File: config.mk
export PLATFORM = sky130hd
export DESIGN_NAME = wots_digit_checksum_encoder_unit
export DESIGN_NICKNAME = d
export VERILOG_FILES = /design/src/sv/wdce_pkg.sv /design/src/sv/wdce_front.sv /design/src/sv/wdce_fifo.sv /design/src/sv/wdce_back.sv /design/src/sv/wots_digit_checksum_encoder_unit.sv
export SDC_FILE = /design/constraint.sdc
export NUM_CORES = 1
export LEC_CHECK = 0
export BUFFER_PORTS_ARGS = -buffer_cell sky130_fd_sc_hd__buf_4
export CAP_MARGIN = 5
export CORE_MARGIN = 8
export CORE_UTILIZATION = 55
export CTS_BUF_LIST = sky130_fd_sc_hd__clkbuf_8
export CTS_CLUSTER_SIZE = 8
export DETAILED_ROUTE_END_ITERATION = 8
export PLACE_DENSITY_LB_ADDON = 0.15
export SLEW_MARGIN = 5
export SYNTH_ARGS = -nofsm -noshare
export SYNTH_HDL_FRONTEND = slang
export SYNTH_SLANG_ARGS = --single-unit
File: constraint.sdc
create_clock -name clk -period 7.4 [get_ports clk]
set_clock_uncertainty 0.1 [all_clocks]
set_input_delay 1.11 -clock clk [delete_from_list [all_inputs] [get_ports clk]]
set_output_delay 1.11 -clock clk [all_outputs]
set_load 0.1 [all_outputs]
File: src/sv/wdce_pkg.sv
// Shared types, constants and helpers for the WOTS digit and checksum encoder.
package wdce_pkg;

	// Upper bound on checksum digits per encoding
	localparam logic [3:0] CKS_DIGITS_MAX = 4'd10;

	// Register indexes on the configuration port
	localparam logic CFG_DIGIT_BITS = 1'b0;
	localparam logic CFG_CKS_DIGITS = 1'b1;

	// Back-end phase: message digits or checksum digits
	typedef enum logic {
		PH_MSG,
		PH_CKS
	} phase_t;

	// One classified digest byte, as queued between front and back
	typedef struct packed {
		logic [7:0] msg_byte;
		logic       last;
		logic [1:0] code;      // digit width code
		logic [3:0] ncs;       // checksum digits after clipping
		logic [2:0] last_idx;  // digits per byte minus one
		logic [3:0] cks_shift; // left shift applied to the checksum
		logic [6:0] p0;        // bit position of the first checksum digit
	} entry_t;

	// Digit width in bits for a width code
	function automatic logic [3:0] digit_bits(input logic [1:0] code);
		logic [3:0] r;
		case (code)
			2'd0: r = 4'd1;
			2'd1: r = 4'd2;
			2'd2: r = 4'd4;
			default: r = 4'd8;
		endcase
		return r;
	endfunction

	// Digit mask w-1 for a width code
	function automatic logic [7:0] digit_mask(input logic [1:0] code);
		logic [7:0] r;
		case (code)
			2'd0: r = 8'h01;
			2'd1: r = 8'h03;
			2'd2: r = 8'h0f;
			default: r = 8'hff;
		endcase
		return r;
	endfunction

endpackage

File: src/sv/wdce_front.sv
// Front end: configuration registers, input beat acceptance and classification.
module wdce_front import wdce_pkg::*; (
	input  logic       clk,
	input  logic       arst_n,
	input  logic       cfg_valid,
	output logic       cfg_ready,
	input  logic       cfg_index,
	input  logic [3:0] cfg_data,
	input  logic       s_tvalid,
	output logic       s_tready,
	input  logic [7:0] s_tdata,   // [7:0] msg_byte
	input  logic       s_tlast,   // last_byte
	input  logic       q_full,
	output logic       q_push,
	output entry_t     q_entry
);

	logic [1:0] code_q;
	logic [3:0] cks_digits_q;
	logic [3:0] ncs;
	logic [6:0] tbits;
	logic [7:0] nb_up;
	logic [6:0] nbits;

	// Hold the configuration registers
	always_ff @(posedge clk or negedge arst_n) begin
		if (!arst_n) begin
			code_q       <= 2'd2;
			cks_digits_q <= 4'd3;
		end else if (cfg_valid) begin
			case (cfg_index)
				CFG_DIGIT_BITS: code_q <= cfg_data[1:0];
				CFG_CKS_DIGITS: cks_digits_q <= cfg_data;
				default: ;
			endcase
		end
	end

	assign cfg_ready = 1'b1;

	// Accept a beat whenever the queue has room
	assign s_tready = !q_full;
	assign q_push   = s_tvalid && !q_full;

	// Classify the byte under the configuration in force now
	always_comb begin
		ncs   = (cks_digits_q > CKS_DIGITS_MAX) ? CKS_DIGITS_MAX : cks_digits_q;
		tbits = 7'({3'b000, ncs} << code_q);
		nb_up = {1'b0, tbits} + 8'd7;
		nbits = {nb_up[6:3], 3'b000};

		q_entry.msg_byte  = s_tdata;
		q_entry.last      = s_tlast;
		q_entry.code      = code_q;
		q_entry.ncs       = ncs;
		q_entry.last_idx  = 3'((4'd8 >> code_q) - 4'd1);
		q_entry.cks_shift = 4'd8 - {1'b0, tbits[2:0]};
		q_entry.p0        = nbits - {3'b000, digit_bits(code_q)};
	end

endmodule

File: src/sv/wdce_fifo.sv
// Short queue of classified bytes between front and back ends.
module wdce_fifo import wdce_pkg::*; #(
	parameter int DEPTH = 2
) (
	input  logic   clk,
	input  logic   arst_n,
	input  logic   push,
	input  entry_t wr_entry,
	input  logic   pop,
	output logic   full,
	output logic   valid,
	output entry_t rd_entry
);

	localparam int AW = (DEPTH > 1) ? $clog2(DEPTH) : 1;
	localparam int CW = $clog2(DEPTH + 1);
	localparam logic [AW-1:0] LAST_PTR = AW'(DEPTH - 1);
	localparam logic [CW-1:0] FULL_CNT = CW'(DEPTH);

	entry_t          mem [DEPTH];
	logic [AW-1:0]   wr_ptr_q;
	logic [AW-1:0]   rd_ptr_q;
	logic [CW-1:0]   count_q;

	assign full     = (count_q == FULL_CNT);
	assign valid    = (count_q != '0);
	assign rd_entry = mem[rd_ptr_q];

	// Store entries at the tail
	always_ff @(posedge clk) begin
		if (push) begin
			mem[wr_ptr_q] <= wr_entry;
		end
	end

	// Advance pointers and occupancy
	always_ff @(posedge clk or negedge arst_n) begin
		if (!arst_n) begin
			wr_ptr_q <= '0;
			rd_ptr_q <= '0;
			count_q  <= '0;
		end else begin
			if (push) begin
				wr_ptr_q <= (wr_ptr_q == LAST_PTR) ? '0 : wr_ptr_q + 1'b1;
			end
			if (pop) begin
				rd_ptr_q <= (rd_ptr_q == LAST_PTR) ? '0 : rd_ptr_q + 1'b1;
			end
			if (push && !pop) begin
				count_q <= count_q + 1'b1;
			end else if (pop && !push) begin
				count_q <= count_q - 1'b1;
			end
		end
	end

endmodule

File: src/sv/wdce_back.sv
// Back end: digit sequencer, checksum accumulator and output register.
module wdce_back import wdce_pkg::*; (
	input  logic       clk,
	input  logic       arst_n,
	input  logic       q_valid,
	input  entry_t     q_entry,
	output logic       q_pop,
	output logic       m_tvalid,
	input  logic       m_tready,
	output logic [7:0] m_tdata,   // [7:0] digit
	output logic       m_tuser,   // is_checksum
	output logic       m_tlast    // last_digit
);

	phase_t      phase_q, phase_d;
	logic [2:0]  idx_q, idx_d;
	logic [3:0]  cidx_q, cidx_d;
	logic [6:0]  p_q, p_d;
	logic [15:0] sum_q, sum_d;

	logic        m_tvalid_q;
	logic [7:0]  digit_q;
	logic        cks_q;
	logic        last_q;

	logic        go;
	logic [3:0]  bw;
	logic [7:0]  mask;
	logic [3:0]  pos;
	logic [3:0]  sh;
	logic [7:0]  d_msg;
	logic [23:0] v;
	logic [7:0]  d_cks;
	logic [16:0] sum_add;
	logic [7:0]  out_digit;
	logic        out_cks;
	logic        out_last;
	logic        msg_end;
	logic        cks_end;

	// Produce a digit when a byte is queued and the output slot frees
	assign go = q_valid && (!m_tvalid_q || m_tready);

	// Digit datapath for both phases
	always_comb begin
		bw      = digit_bits(q_entry.code);
		mask    = digit_mask(q_entry.code);
		pos     = 4'(({1'b0, idx_q} + 4'd1) << q_entry.code);
		sh      = 4'd8 - pos;
		d_msg   = (q_entry.msg_byte >> sh) & mask;
		v       = 24'(sum_q) << q_entry.cks_shift;
		d_cks   = (p_q < 7'd24) ? (8'(v >> p_q) & mask) : 8'h00;
		sum_add = {1'b0, sum_q} + {9'd0, mask - d_msg};
		msg_end = (idx_q == q_entry.last_idx);
		cks_end = (cidx_q == q_entry.ncs - 4'd1);
	end

	// Select the result fields
	always_comb begin
		case (phase_q)
			PH_CKS: begin
				out_digit = d_cks;
				out_cks   = 1'b1;
				out_last  = cks_end;
			end
			default: begin
				out_digit = d_msg;
				out_cks   = 1'b0;
				out_last  = q_entry.last && (q_entry.ncs == 4'd0) && msg_end;
			end
		endcase
	end

	// Next state of the sequencer and accumulator
	always_comb begin
		phase_d = phase_q;
		idx_d   = idx_q;
		cidx_d  = cidx_q;
		p_d     = p_q;
		sum_d   = sum_q;
		q_pop   = 1'b0;
		if (go) begin
			case (phase_q)
				PH_CKS: begin
					p_d    = p_q - {3'b000, bw};
					cidx_d = cidx_q + 4'd1;
					if (cks_end) begin
						q_pop   = 1'b1;
						sum_d   = '0;
						cidx_d  = '0;
						phase_d = PH_MSG;
					end
				end
				default: begin
					sum_d = sum_add[16] ? 16'hffff : sum_add[15:0];
					if (msg_end) begin
						idx_d = '0;
						if (q_entry.last && (q_entry.ncs != 4'd0)) begin
							phase_d = PH_CKS;
							cidx_d  = '0;
							p_d     = q_entry.p0;
						end else begin
							q_pop = 1'b1;
							if (q_entry.last) begin
								sum_d = '0;
							end
						end
					end else begin
						idx_d = idx_q + 3'd1;
					end
				end
			endcase
		end
	end

	// Update sequencer state
	always_ff @(posedge clk or negedge arst_n) begin
		if (!arst_n) begin
			phase_q <= PH_MSG;
			idx_q   <= '0;
			cidx_q  <= '0;
			p_q     <= '0;
			sum_q   <= '0;
		end else begin
			phase_q <= phase_d;
			idx_q   <= idx_d;
			cidx_q  <= cidx_d;
			p_q     <= p_d;
			sum_q   <= sum_d;
		end
	end

	// Hold the result until the beat is taken
	always_ff @(posedge clk or negedge arst_n) begin
		if (!arst_n) begin
			m_tvalid_q <= 1'b0;
		end else if (go) begin
			m_tvalid_q <= 1'b1;
		end else if (m_tready) begin
			m_tvalid_q <= 1'b0;
		end
	end

	always_ff @(posedge clk) begin
		if (go) begin
			digit_q <= out_digit;
			cks_q   <= out_cks;
			last_q  <= out_last;
		end
	end

	assign m_tvalid = m_tvalid_q;
	assign m_tdata  = digit_q;
	assign m_tuser  = cks_q;
	assign m_tlast  = last_q;

`ifndef SYNTHESIS
	a_cks_has_entry: assert property (@(posedge clk) disable iff (!arst_n)
		phase_q == PH_CKS |-> q_valid)
		else $error("checksum phase without a queued byte");

	a_idx_in_range: assert property (@(posedge clk) disable iff (!arst_n)
		q_valid && phase_q == PH_MSG |-> idx_q <= q_entry.last_idx)
		else $error("digit index past end of byte");

	a_clear_on_final: assert property (@(posedge clk) disable iff (!arst_n)
		go && out_last |=> sum_q == 16'h0000)
		else $error("checksum not cleared after final digit");

	a_cks_flag: assert property (@(posedge clk) disable iff (!arst_n)
		go && phase_q == PH_CKS |=> m_tvalid_q && cks_q)
		else $error("checksum digit not flagged");
`endif

endmodule

File: src/sv/wots_digit_checksum_encoder_unit.sv
// Top level of the WOTS base-w digit and checksum encoder.
// An accepted digest byte is written into the queue; its digits leave through the output register.
// Throughput: one digit per cycle from the back-end sequencer while bytes are queued and
// m_tready is high; a byte yields 8 >> digit_bits_code digits (2 at w=16), plus
// min(checksum_digits, 10) checksum digits on the last byte.
// The input side keeps accepting into a QUEUE_DEPTH-entry queue while digits drain.
// Reset: asynchronous, clears the queue, the checksum and the output valid flag and
// loads digit_bits_code = 2 and checksum_digits = 3.
module wots_digit_checksum_encoder_unit import wdce_pkg::*; #(
	parameter int QUEUE_DEPTH = 2
) (
	input  logic       clk,
	input  logic       arst_n,
	input  logic       cfg_valid,
	output logic       cfg_ready,
	input  logic       cfg_index,
	input  logic [3:0] cfg_data,
	input  logic       s_tvalid,
	output logic       s_tready,
	input  logic [7:0] s_tdata,   // [7:0] msg_byte
	input  logic       s_tlast,   // last_byte
	output logic       m_tvalid,
	input  logic       m_tready,
	output logic [7:0] m_tdata,   // [7:0] digit
	output logic       m_tuser,   // is_checksum
	output logic       m_tlast    // last_digit
);

	logic   q_full;
	logic   q_push;
	logic   q_pop;
	logic   q_valid;
	entry_t q_wr_entry;
	entry_t q_rd_entry;

	wdce_front u_front (
		.clk       (clk),
		.arst_n    (arst_n),
		.cfg_valid (cfg_valid),
		.cfg_ready (cfg_ready),
		.cfg_index (cfg_index),
		.cfg_data  (cfg_data),
		.s_tvalid  (s_tvalid),
		.s_tready  (s_tready),
		.s_tdata   (s_tdata),
		.s_tlast   (s_tlast),
		.q_full    (q_full),
		.q_push    (q_push),
		.q_entry   (q_wr_entry)
	);

	wdce_fifo #(
		.DEPTH (QUEUE_DEPTH)
	) u_fifo (
		.clk      (clk),
		.arst_n   (arst_n),
		.push     (q_push),
		.wr_entry (q_wr_entry),
		.pop      (q_pop),
		.full     (q_full),
		.valid    (q_valid),
		.rd_entry (q_rd_entry)
	);

	wdce_back u_back (
		.clk      (clk),
		.arst_n   (arst_n),
		.q_valid  (q_valid),
		.q_entry  (q_rd_entry),
		.q_pop    (q_pop),
		.m_tvalid (m_tvalid),
		.m_tready (m_tready),
		.m_tdata  (m_tdata),
		.m_tuser  (m_tuser),
		.m_tlast  (m_tlast)
	);

endmodule

Word level (Yosys, flattened, before mapping)
Memories as Yosys holds them, arrays and structs flattened. Cells that the tools add are included. Widths: inputs -> output; s select.

Memories: 1. RAM bits: 58. Bits in read-only memories: 0. Bits in registers: 52. Logic and storage cells: 116. Bits in latches: 0.

Memory list: u_fifo.mem (words 2, width 29, rd ports 1, clocked after memory_dff 0, write ports 1, line wdce_fifo.sv:20) `entry_t mem [DEPTH];`.

Multiplexer cells: 39. Multiply operators: 0. Reduce and logical (&&, ||, !) cells: 26. Equality and inequality tests: 8. Bitwise operators: 4. Add/subtract/negate cells: 16. Divide/modulo/power cells: 0. Order comparisons: 2. Shifts and indexed selects: 6.

Operators with widths (number): $mux 16 (6); $pmux 4 s3 (2); $pmux 8 s3 (1); $shl 16x4->24 (1); $shr 24x7->8 (1); $mux 7 (3); $mux 4 (5); $add 16x8->17 (1); $mux 1 (17); $and 8x8->8 (2); $mux 8 (2); $sub 7x4->7 (2); $reduce_bool 2->1 (5); $reduce_and 2->1 (4); $shr 8x4->8 (1); $sub 8x8->8 (1); $add 7x3->7 const B (1); $logic_and 1x1->1 (7); $lt 7x5->1 const B (1); $shl 4x2->7 (1); $eq 2x2->1 const B (3); $add 3x1->4 const B (1); $add 4x1->4 const B (1); $eq 2x1->1 const B (2); 23 further kinds (30).

Logic depth before layout (Yosys ltp)
Gate-level depths: netlist (run 1).

Word-level depth: 12. Mapped depth: 23. Gate-level depth less buffers: 20.

Modules after synthesis
Synthesis (run 1) repeated with hierarchy kept, for this count alone.

Cell total of the unflattened synthesis: 854. Area total of the unflattened synthesis: 8610.8 um^2.

By module, submodules not included: wdce_back (area an instance 5312.6 um^2, instances 1, cells each 640); wdce_fifo (area an instance 2399.8 um^2, instances 1, cells each 106); wdce_front (area an instance 898.4 um^2, instances 1, cells each 108).

Worst setup path before layout (run 1)
OpenSTA, ideal clock, no wires.

Path kind: register to register. From: register u_fifo.rd_ptr_q. To: register u_back.sum_q[11]. Required time: 7.222 ns. Slack: 2.201 ns. Data arrival time: 5.021 ns. Cell stages (with the launch flop): 24. Cells stage by stage: dfrtp_1 buf_6 buf_12 mux2_2 nor3_2 inv_1 ha_1 clkbuf_1 mux2_2 nand2_1 o21ai_0 nand2_1 o21ai_0 fa_1 nor2b_1 o21ai_0 a21boi_0 o21ai_0 a21oi_1 o21ai_0 a211oi_1 clkbuf_1 a21oi_1 o2bb2ai_1.

Cells in the longest elaborated chain, start to end: 12. Elaborated cells between the ends (all ways): 23. Those cells by class: add/sub: 4; eq/ne: 5; shift: 2; mux: 6; bitwise: 1; reduce/logical: 4; memory: 1.

Ends and longest elaborated chain: from (decl) (line wdce_fifo.sv:22) `logic [AW-1:0] rd_ptr_q;`; from (signal assigned) (line wdce_fifo.sv:47) `rd_ptr_q <= (rd_ptr_q == LAST_PTR) ? '0 : rd_ptr_q + 1'b1;`; $mem_v2 2x29 *; $shl 4x2->4 (line wdce_back.sv:48) `pos = 4'(({1'b0, idx_q} + 4'd1) << q_entry.code);`; $sub 4x4->4 (line wdce_back.sv:49) `sh = 4'd8 - pos;`; $shr 8x4->8 (line wdce_back.sv:50) `d_msg = (q_entry.msg_byte >> sh) & mask;`; $and 8x8->8 (line wdce_back.sv:50); $sub 8x8->8 (line wdce_back.sv:53) `sum_add = {1'b0, sum_q} + {9'd0, mask - d_msg};`; $add 16x8->17 (line wdce_back.sv:53); $mux 16 (line wdce_back.sv:95) `sum_d = sum_add[16] ? 16'hffff : sum_add[15:0];`; $mux 16 (line wdce_back.sv:104) `if (q_entry.last) begin`; $mux 16 (line wdce_back.sv:98) `if (q_entry.last && (q_entry.ncs != 4'd0)) begin`; $mux 16 (line wdce_back.sv:96) `if (msg_end) begin`; $mux 16 (line wdce_back.sv:83) `case (phase_q)`; to (signal assigned) (line wdce_back.sv:129) `sum_q <= sum_d;`; to (decl) (line wdce_back.sv:19) `logic [15:0] sum_q, sum_d;`.

Every way passes the cells marked *; elsewhere a longest branch is shown, timed or not. A chain may end at the register's enable or synchronous reset.

Final worst setup path (run 1)
From: register u_fifo.rd_ptr_q. To: register u_back.sum_q[8].

The elaborated chain is that of the path after synthesis.

==> results of run 1 <==
[flip-flops by register name (all words and copies together) (netlist names), 2 cells and up]
signal	flops
u_fifo.mem	56
u_back.sum_q	16
u_back.m_tdata	8
u_back.p_q	7
u_back.cidx_q	4
u_front.cks_digits_q	4
u_back.idx_q	3
u_fifo.count_q	2
u_front.code_q	2
[cell families (layout without fill, tap and decap cells)]
family,count (synthesis),count (layout),share of synthesized area [%]
other cells,1,1,0.0463
simple gates,258,258,15.1
fa+ha+maj,29,29,4.66
xor+xnor,31,31,3.44
buf+inv,81,90,5.79
compound gates,248,248,21.5
flops,108,108,37.5
mux,75,75,12.0
[per-layer routing]
| layer | up-vias | wire [microns] | global-route usage [%] |
|---|---|---|---|
| li1 | 3155 | - | - |
| met1 | 3326 | 9000 | 28.9 |
| met2 | 287 | 10400 | 37.3 |
| met3 | 53 | 1120 | 2.63 |
| met4 | 0 | 794 | 11.8 |
| met5 | - | 0 | 0 |
[critical path: cells and delay by family, from the launching register on]
kind                       cells  cell delay [ps]
AOI/OAI and AO/OA              8             1630
and+or+nand+nor                3              810
DFF                            1              600
buffers and inverters          3              410
adders and majority gates      3             1080
muxes                          3              930
[final cells by class]
type | instances | area, sq um | share of cell area, %
multi-input combinational | 642 | 4610 | 54.4
inverter | 36 | 135 | 1.59
sequential | 108 | 3040 | 35.8
tap | 184 | 230 | 2.71
clock inverter | 7 | 57.6 | 0.678
timing repair buffer | 38 | 285 | 3.36
clock buffer | 9 | 124 | 1.46
[how the worst min path moves through the flow]
stage,startpoint,to,slack (ps),cells after the start
3_3_place_gp,u_back.m_tvalid$_DFFE_PN0P_,u_back.m_tvalid$_DFFE_PN0P_,380,2
4_1_cts,u_back.m_tvalid$_DFFE_PN0P_,u_back.m_tvalid$_DFFE_PN0P_,420,2
5_1_grt,u_fifo.count_q[1]$_DFFE_PN0P_,u_fifo.count_q[1]$_DFFE_PN0P_,450,1
2_1_floorplan,u_fifo.wr_ptr_q$_DFFE_PN0P_,u_fifo.wr_ptr_q$_DFFE_PN0P_,360,1
6_report,u_back.m_tvalid$_DFFE_PN0P_,u_back.m_tvalid$_DFFE_PN0P_,410,2
3_5_place_dp,u_back.m_tvalid$_DFFE_PN0P_,u_back.m_tvalid$_DFFE_PN0P_,390,2
[cells in the final DEF, fill, tap and decap left out, types with 11 or more instances in the layout]
| master | count |
|---|---|
| nand2_1 | 82 |
| edfxtp_1 | 66 |
| nor2_1 | 62 |
| o21ai_0 | 54 |
| a21oi_1 | 46 |
| buf_4 | 38 |
| dfrtp_1 | 38 |
| mux2i_1 | 34 |
| inv_1 | 29 |
| nand3_1 | 29 |
| ha_1 | 27 |
| nor3_1 | 18 |
| a22oi_1 | 17 |
| mux2_2 | 16 |
| xor2_1 | 15 |
| xnor2_1 | 15 |
| a31oi_1 | 14 |
| nand2b_1 | 12 |
| and2_1 | 11 |
| o22ai_1 | 11 |
| mux4_2 | 11 |
[through the flow]
step                total power, uW  hold WS, ps  worst slack [ps]  utilization, %
floorplan                      3120          360              2200               -
global placement               3610          377              2000            57.3
detailed placement             3660          391              1800            57.3
CTS                            4020          418              1780            58.6
global route                   4310          446              1300            58.6
finish                         4050          412              1770            58.6
[report_power, final]
part | internal (uW) | switching [uW]
Clock | 128 | 218
Sequential | 859 | 208
Combinational | 975 | 1660
==> out/metrics.cfg, run 1 <==
[placed_design]
gp_congestion=0.923
dpl_cell_area_sq_um=8300
dp_cells=1008
place_hpwl_microns=15800
place.port_buffers=30

[worst_setup_path]
crit_required_ps=7600
max_stage_delay_ps=600
critPathSlowestCell=dfrtp_2
crit_path_start=u_fifo.rd_ptr_q$_DFFE_PN0P_
r2r_setup_slack_ps=1770
crit_top_cell=o21ai_0
worst_setup_path_start_kind=register
r2r-start=u_fifo.rd_ptr_q$_DFFE_PN0P_
path_max_fanout=13
worstRegToRegCells=20
path_cells=mux2_2, nor3_2, inv_1, ha_1, mux2i_1, mux2i_1, nand2_1, ha_1, inv_1, fa_1, nor2b_1, o21ai_0, a21boi_0, o21ai_0, a21oi_1, o21ai_0, a211oi_1, buf_4, o21ai_0, o21ai_0
r2r-end=u_back.sum_q[8]$_DFFE_PN0P_
crit_type=register to register
crit_path_end=u_back.sum_q[8]$_DFFE_PN0P_
crit_arrival_ps=5840
end_kind=register

[final_layout]
postLayoutCellArea_sq_um=8480
syn2layout_area_growth_pct=4.63
drive_above_1_share_pct=14.6
antenna_cells=0
nNetsFinal=883
final_cells=1024
fillers=1269

[clock_tree]
htree_levels=3
cts_setup_buffers=0
clock-sinks=108
hold_buffers=0
clk_path_buf_depth=2
clockRootBuffer=clkbuf_8
path_clk_slew_ps=110
ctsResizeCount=0
clkLatencyLatePin_ps=380
cts_buffers=9
cts_tree=yes

[timing]
rsz0062_at_grt=no
slew_viol_final=0
fin_setup_tns_ps=0
hold_viol=0
setup_viol=0
max_freq_mhz=177
max_slew_margin_pct=26.9
fin_crit_sh_pct=76.1
period_needed_ps=5630
worstMarginPinSlew_ps=1070

[routing]
drt-total-wl_microns=21300
drcViolationCount=0
drt-initial-drc-count=866
first_pass_iters=6
viasPerCell=6.66
wl_per_cell_microns=20.8
num_vias=6821
postRouteAntennaNets=0

[power]
leakage_uw=0.00323
power_density_nw_per_um2=477
ir_worst_vdd_uv=268

[synth]
synth_top_area_cell=edfxtp_1
ys_types=98
synth_edf_count=66
synthTopCellsByCount=nand2_1 (82), edfxtp_1 (66), nor2_1 (63)
yosysWarnings=0
synth.net_count=879
yosysMostFrequentCell=nand2_1
avgSynthCellArea_sq_um=9.76
synth-seq-cells=108
synth_top_area_share_pct=24.4
synthFlopType=edfxtp_1
synthCells=831
async_flop_share_pct=38.9
synth_area_leaders=edfxtp_1 (24%), dfrtp_1 (12%), mux2i_1 (4.2%)
netlist_area_sq_um=8110
yosysSeqAreaShare_pct=37.5

[floorplanning]
dieArea_sq_um=18900
ios=32
die_y_microns=137
die_w_microns=137
initial_core_util_pct=56.0
fp.coreArea_sq_um=14500
rows=44

[grt]
grt_pass1_wl_microns=33800
grt_max_degree=43
gr-total-overflow=0
grt_usage_pct=22.7
antenna_found_initial=0
grt_pass1_vias=6502

[status]
outcome=completed

[flow_run]
drv_cap=0

[worst_hold_path]
hp-class=register to register

(Power assumes the default switching activity.)
==> inputs of run 2 (changes only) <==
--- a/config.mk
+++ b/config.mk
@@ -5,6 +5,7 @@
 export SDC_FILE = /design/constraint.sdc
 export NUM_CORES = 1
 export LEC_CHECK = 0
+export ABC_AREA = 1
 export BUFFER_PORTS_ARGS = -buffer_cell sky130_fd_sc_hd__buf_4
 export CAP_MARGIN = 5
 export CORE_MARGIN = 8
==> constraint.sdc (replaced) <==
create_clock -name clk -period 5.9 [get_ports clk]
set_clock_uncertainty 0.1 [all_clocks]
set_input_delay 0.885 -clock clk [delete_from_list [all_inputs] [get_ports clk]]
set_output_delay 0.885 -clock clk [all_outputs]
set_load 0.1 [all_outputs]
==> out/metrics.cfg, run 2 <==
[status]
outcome=completed

[final_layout]
nNetsFinal=1085
antenna_cells=0
final_cell_mix=nand2_1 (252), nand3_1 (221), inv_1 (84), edfxtp_1 (66), o21ai_0 (61)
drive_above_1_share_pct=9.79
largest_reg_flops=56
final_common_cell=nand2_1
postLayoutCellArea_sq_um=8210
largest-register=u_fifo.mem
syn2layout_area_growth_pct=6.23

[synth]
synth_edf_count=66
synthFlopType=edfxtp_1
avgSynthCellArea_sq_um=7.52
synth_top_area_share_pct=25.6
synth.net_count=1076
yosysWarnings=0
yosysSeqAreaShare_pct=39.3
synthCells=1028
synthTopCellsByCount=nand2_1 (252), nand3_1 (221), inv_1 (84)
synth_top_area_cell=edfxtp_1
async_flop_share_pct=38.9
netlist_area_sq_um=7730
yosysMostFrequentCell=nand2_1
ys_types=51
synth_area_leaders=edfxtp_1 (26%), nand3_1 (14%), dfrtp_1 (13%)
synth-seq-cells=108

[worst_setup_path]
end_kind=register
crit_type=register to register
path_max_fanout=13
r2r_setup_slack_ps=980
crit_arrival_ps=5140
crit_required_ps=6120
worst_setup_path_start_kind=register

[routing]
wl_per_cell_microns=15.4
postRouteAntennaNets=0
drt-initial-drc-count=767
num_vias=7025
first_pass_iters=6
drt-total-wl_microns=18800
drcViolationCount=0
viasPerCell=5.75

[timing]
whs_ps=371
rsz0062_at_grt=no
slew_viol_final=0
max_slew_margin_pct=43.3
period_needed_ps=4920
worstMarginPinSlew_ps=851
fin_crit_sh_pct=83.4
hold_viol=0
setup_viol=0
fin_setup_tns_ps=0
max_freq_mhz=203
worst_slack_ps=979

[floorplanning]
die_y_microns=135
initial_core_util_pct=55.9
rows=43
die_w_microns=135
fp.coreArea_sq_um=13800
ios=32
dieArea_sq_um=18100

[clock_tree]
clk_path_buf_depth=2
cts_tree=yes
path_clk_slew_ps=120
clockRootBuffer=clkbuf_8
cts_setup_buffers=0
hold_buffers=0
clkLatencyLatePin_ps=390
clock-sinks=108
cts_buffers=9
ctsResizeCount=0
htree_levels=3

[grt]
grt_pass1_vias=6313
gr-total-overflow=0
grt_usage_pct=21.4
antenna_found_initial=0
grt_pass1_wl_microns=31300
grt_max_degree=43

[placed_design]
dpl_cell_area_sq_um=8030
place_ws_ps=999
place.port_buffers=30
place_hpwl_microns=14200
gp_congestion=0.893

[flow_run]
drv_cap=0

[worst_hold_path]
hp-class=input pin to async pin

==> run 2: changes by cell type after synthesis, moves of 9 or more <==
cell | before | now
and2_1 | 11 | 1
a22oi_1 | 17 | 0
clkbuf_8 | 9 | 0
inv_1 | 29 | 84
nor3_1 | 18 | 8
mux2_2 | 16 | 0
a211oi_1 | 9 | 0
xnor2_1 | 15 | 4
mux4_2 | 11 | 0
nand3_1 | 29 | 221
a31oi_1 | 14 | 3
nand2_1 | 82 | 252
mux2i_1 | 34 | 4
nand2b_1 | 12 | 0
==> run 2: per-stage QoR <==
| stage | util [%] | cells |
|---|---|---|
| floorplan | - | 1028 |
| global placement | 58.1 | 1206 |
| detailed placement | 58.1 | 1206 |
| CTS | 59.4 | 1222 |
| global route | 59.4 | 1222 |
| finish | 59.4 | 1222 |
==> run 2: cells by family after synthesis <==
group / count (synthesis) / synth area share [%]
other: 1 / 0.0485
adders and majority gates: 29 / 4.89
and+or+nand+nor: 579 / 33.7
DFF: 108 / 39.3
buffers and inverters: 135 / 7.35
AOI/OAI and AO/OA: 145 / 10.7
xor gates and xnor gates: 25 / 3.17
muxes: 6 / 0.874
==> run 2: per-layer routing <==
layer,part of all wire (%),track usage (%),vias to the layer above
met1,46,29.3,3240
met5,0,0,-
met3,5.6,3.64,27
li1,-,-,3528
met2,46,34.0,230
met4,2.0,6.74,0
==> run 2: path summary, 6_finish.rpt <==
check / endpoint / cells past startpoint / from
max: u_back.sum_q[14]$_DFFE_PN0P_ / 27 / u_fifo.rd_ptr_q$_DFFE_PN0P_
min: u_back.sum_q[13]$_DFFE_PN0P_ / 1 / arst_n
max reg2reg: u_back.sum_q[14]$_DFFE_PN0P_ / 27 / u_fifo.rd_ptr_q$_DFFE_PN0P_
min reg2reg: u_fifo.count_q[0]$_DFFE_PN0P_ / 1 / u_fifo.count_q[0]$_DFFE_PN0P_
max in group asynchronous: u_back.idx_q[0]$_DFFE_PN0P_ / 1 / arst_n
min in group clk: u_fifo.count_q[0]$_DFFE_PN0P_ / 1 / u_fifo.count_q[0]$_DFFE_PN0P_
==> run 2: layout make-up <==
type	count	area, sq um
clock inverters	7	57.6
repair buffers	37	278
multi-input cells	785	4130
clock buffers	9	124
well taps	180	225
inverters	96	360
fillers	1266	5610
flip-flops and latches	108	3040
==> run 2: worst max-delay path, stage by stage (launching register included) <==
cell,delay [ps]
dfrtp_1,500
mux2i_2,490
nand2_4,150
nor2_4,190
inv_2,120
ha_1,370
inv_1,140
o21ai_0,280
nand2_1,100
nand3_1,120
ha_1,180
inv_1,60
fa_1,350
inv_1,90
nand3_1,70
nand2_1,110
inv_1,70
o221ai_1,280
nand2_1,120
nor2_1,130
nand2_1,80
inv_1,70
nand2_1,70
inv_1,340
a21oi_1,60
o21ai_0,90
nand2_1,60
o21ai_0,80
Power of run 2 is not shown: default switching activity piles up to over one toggle a cycle in this logic, so the estimate is an artifact.
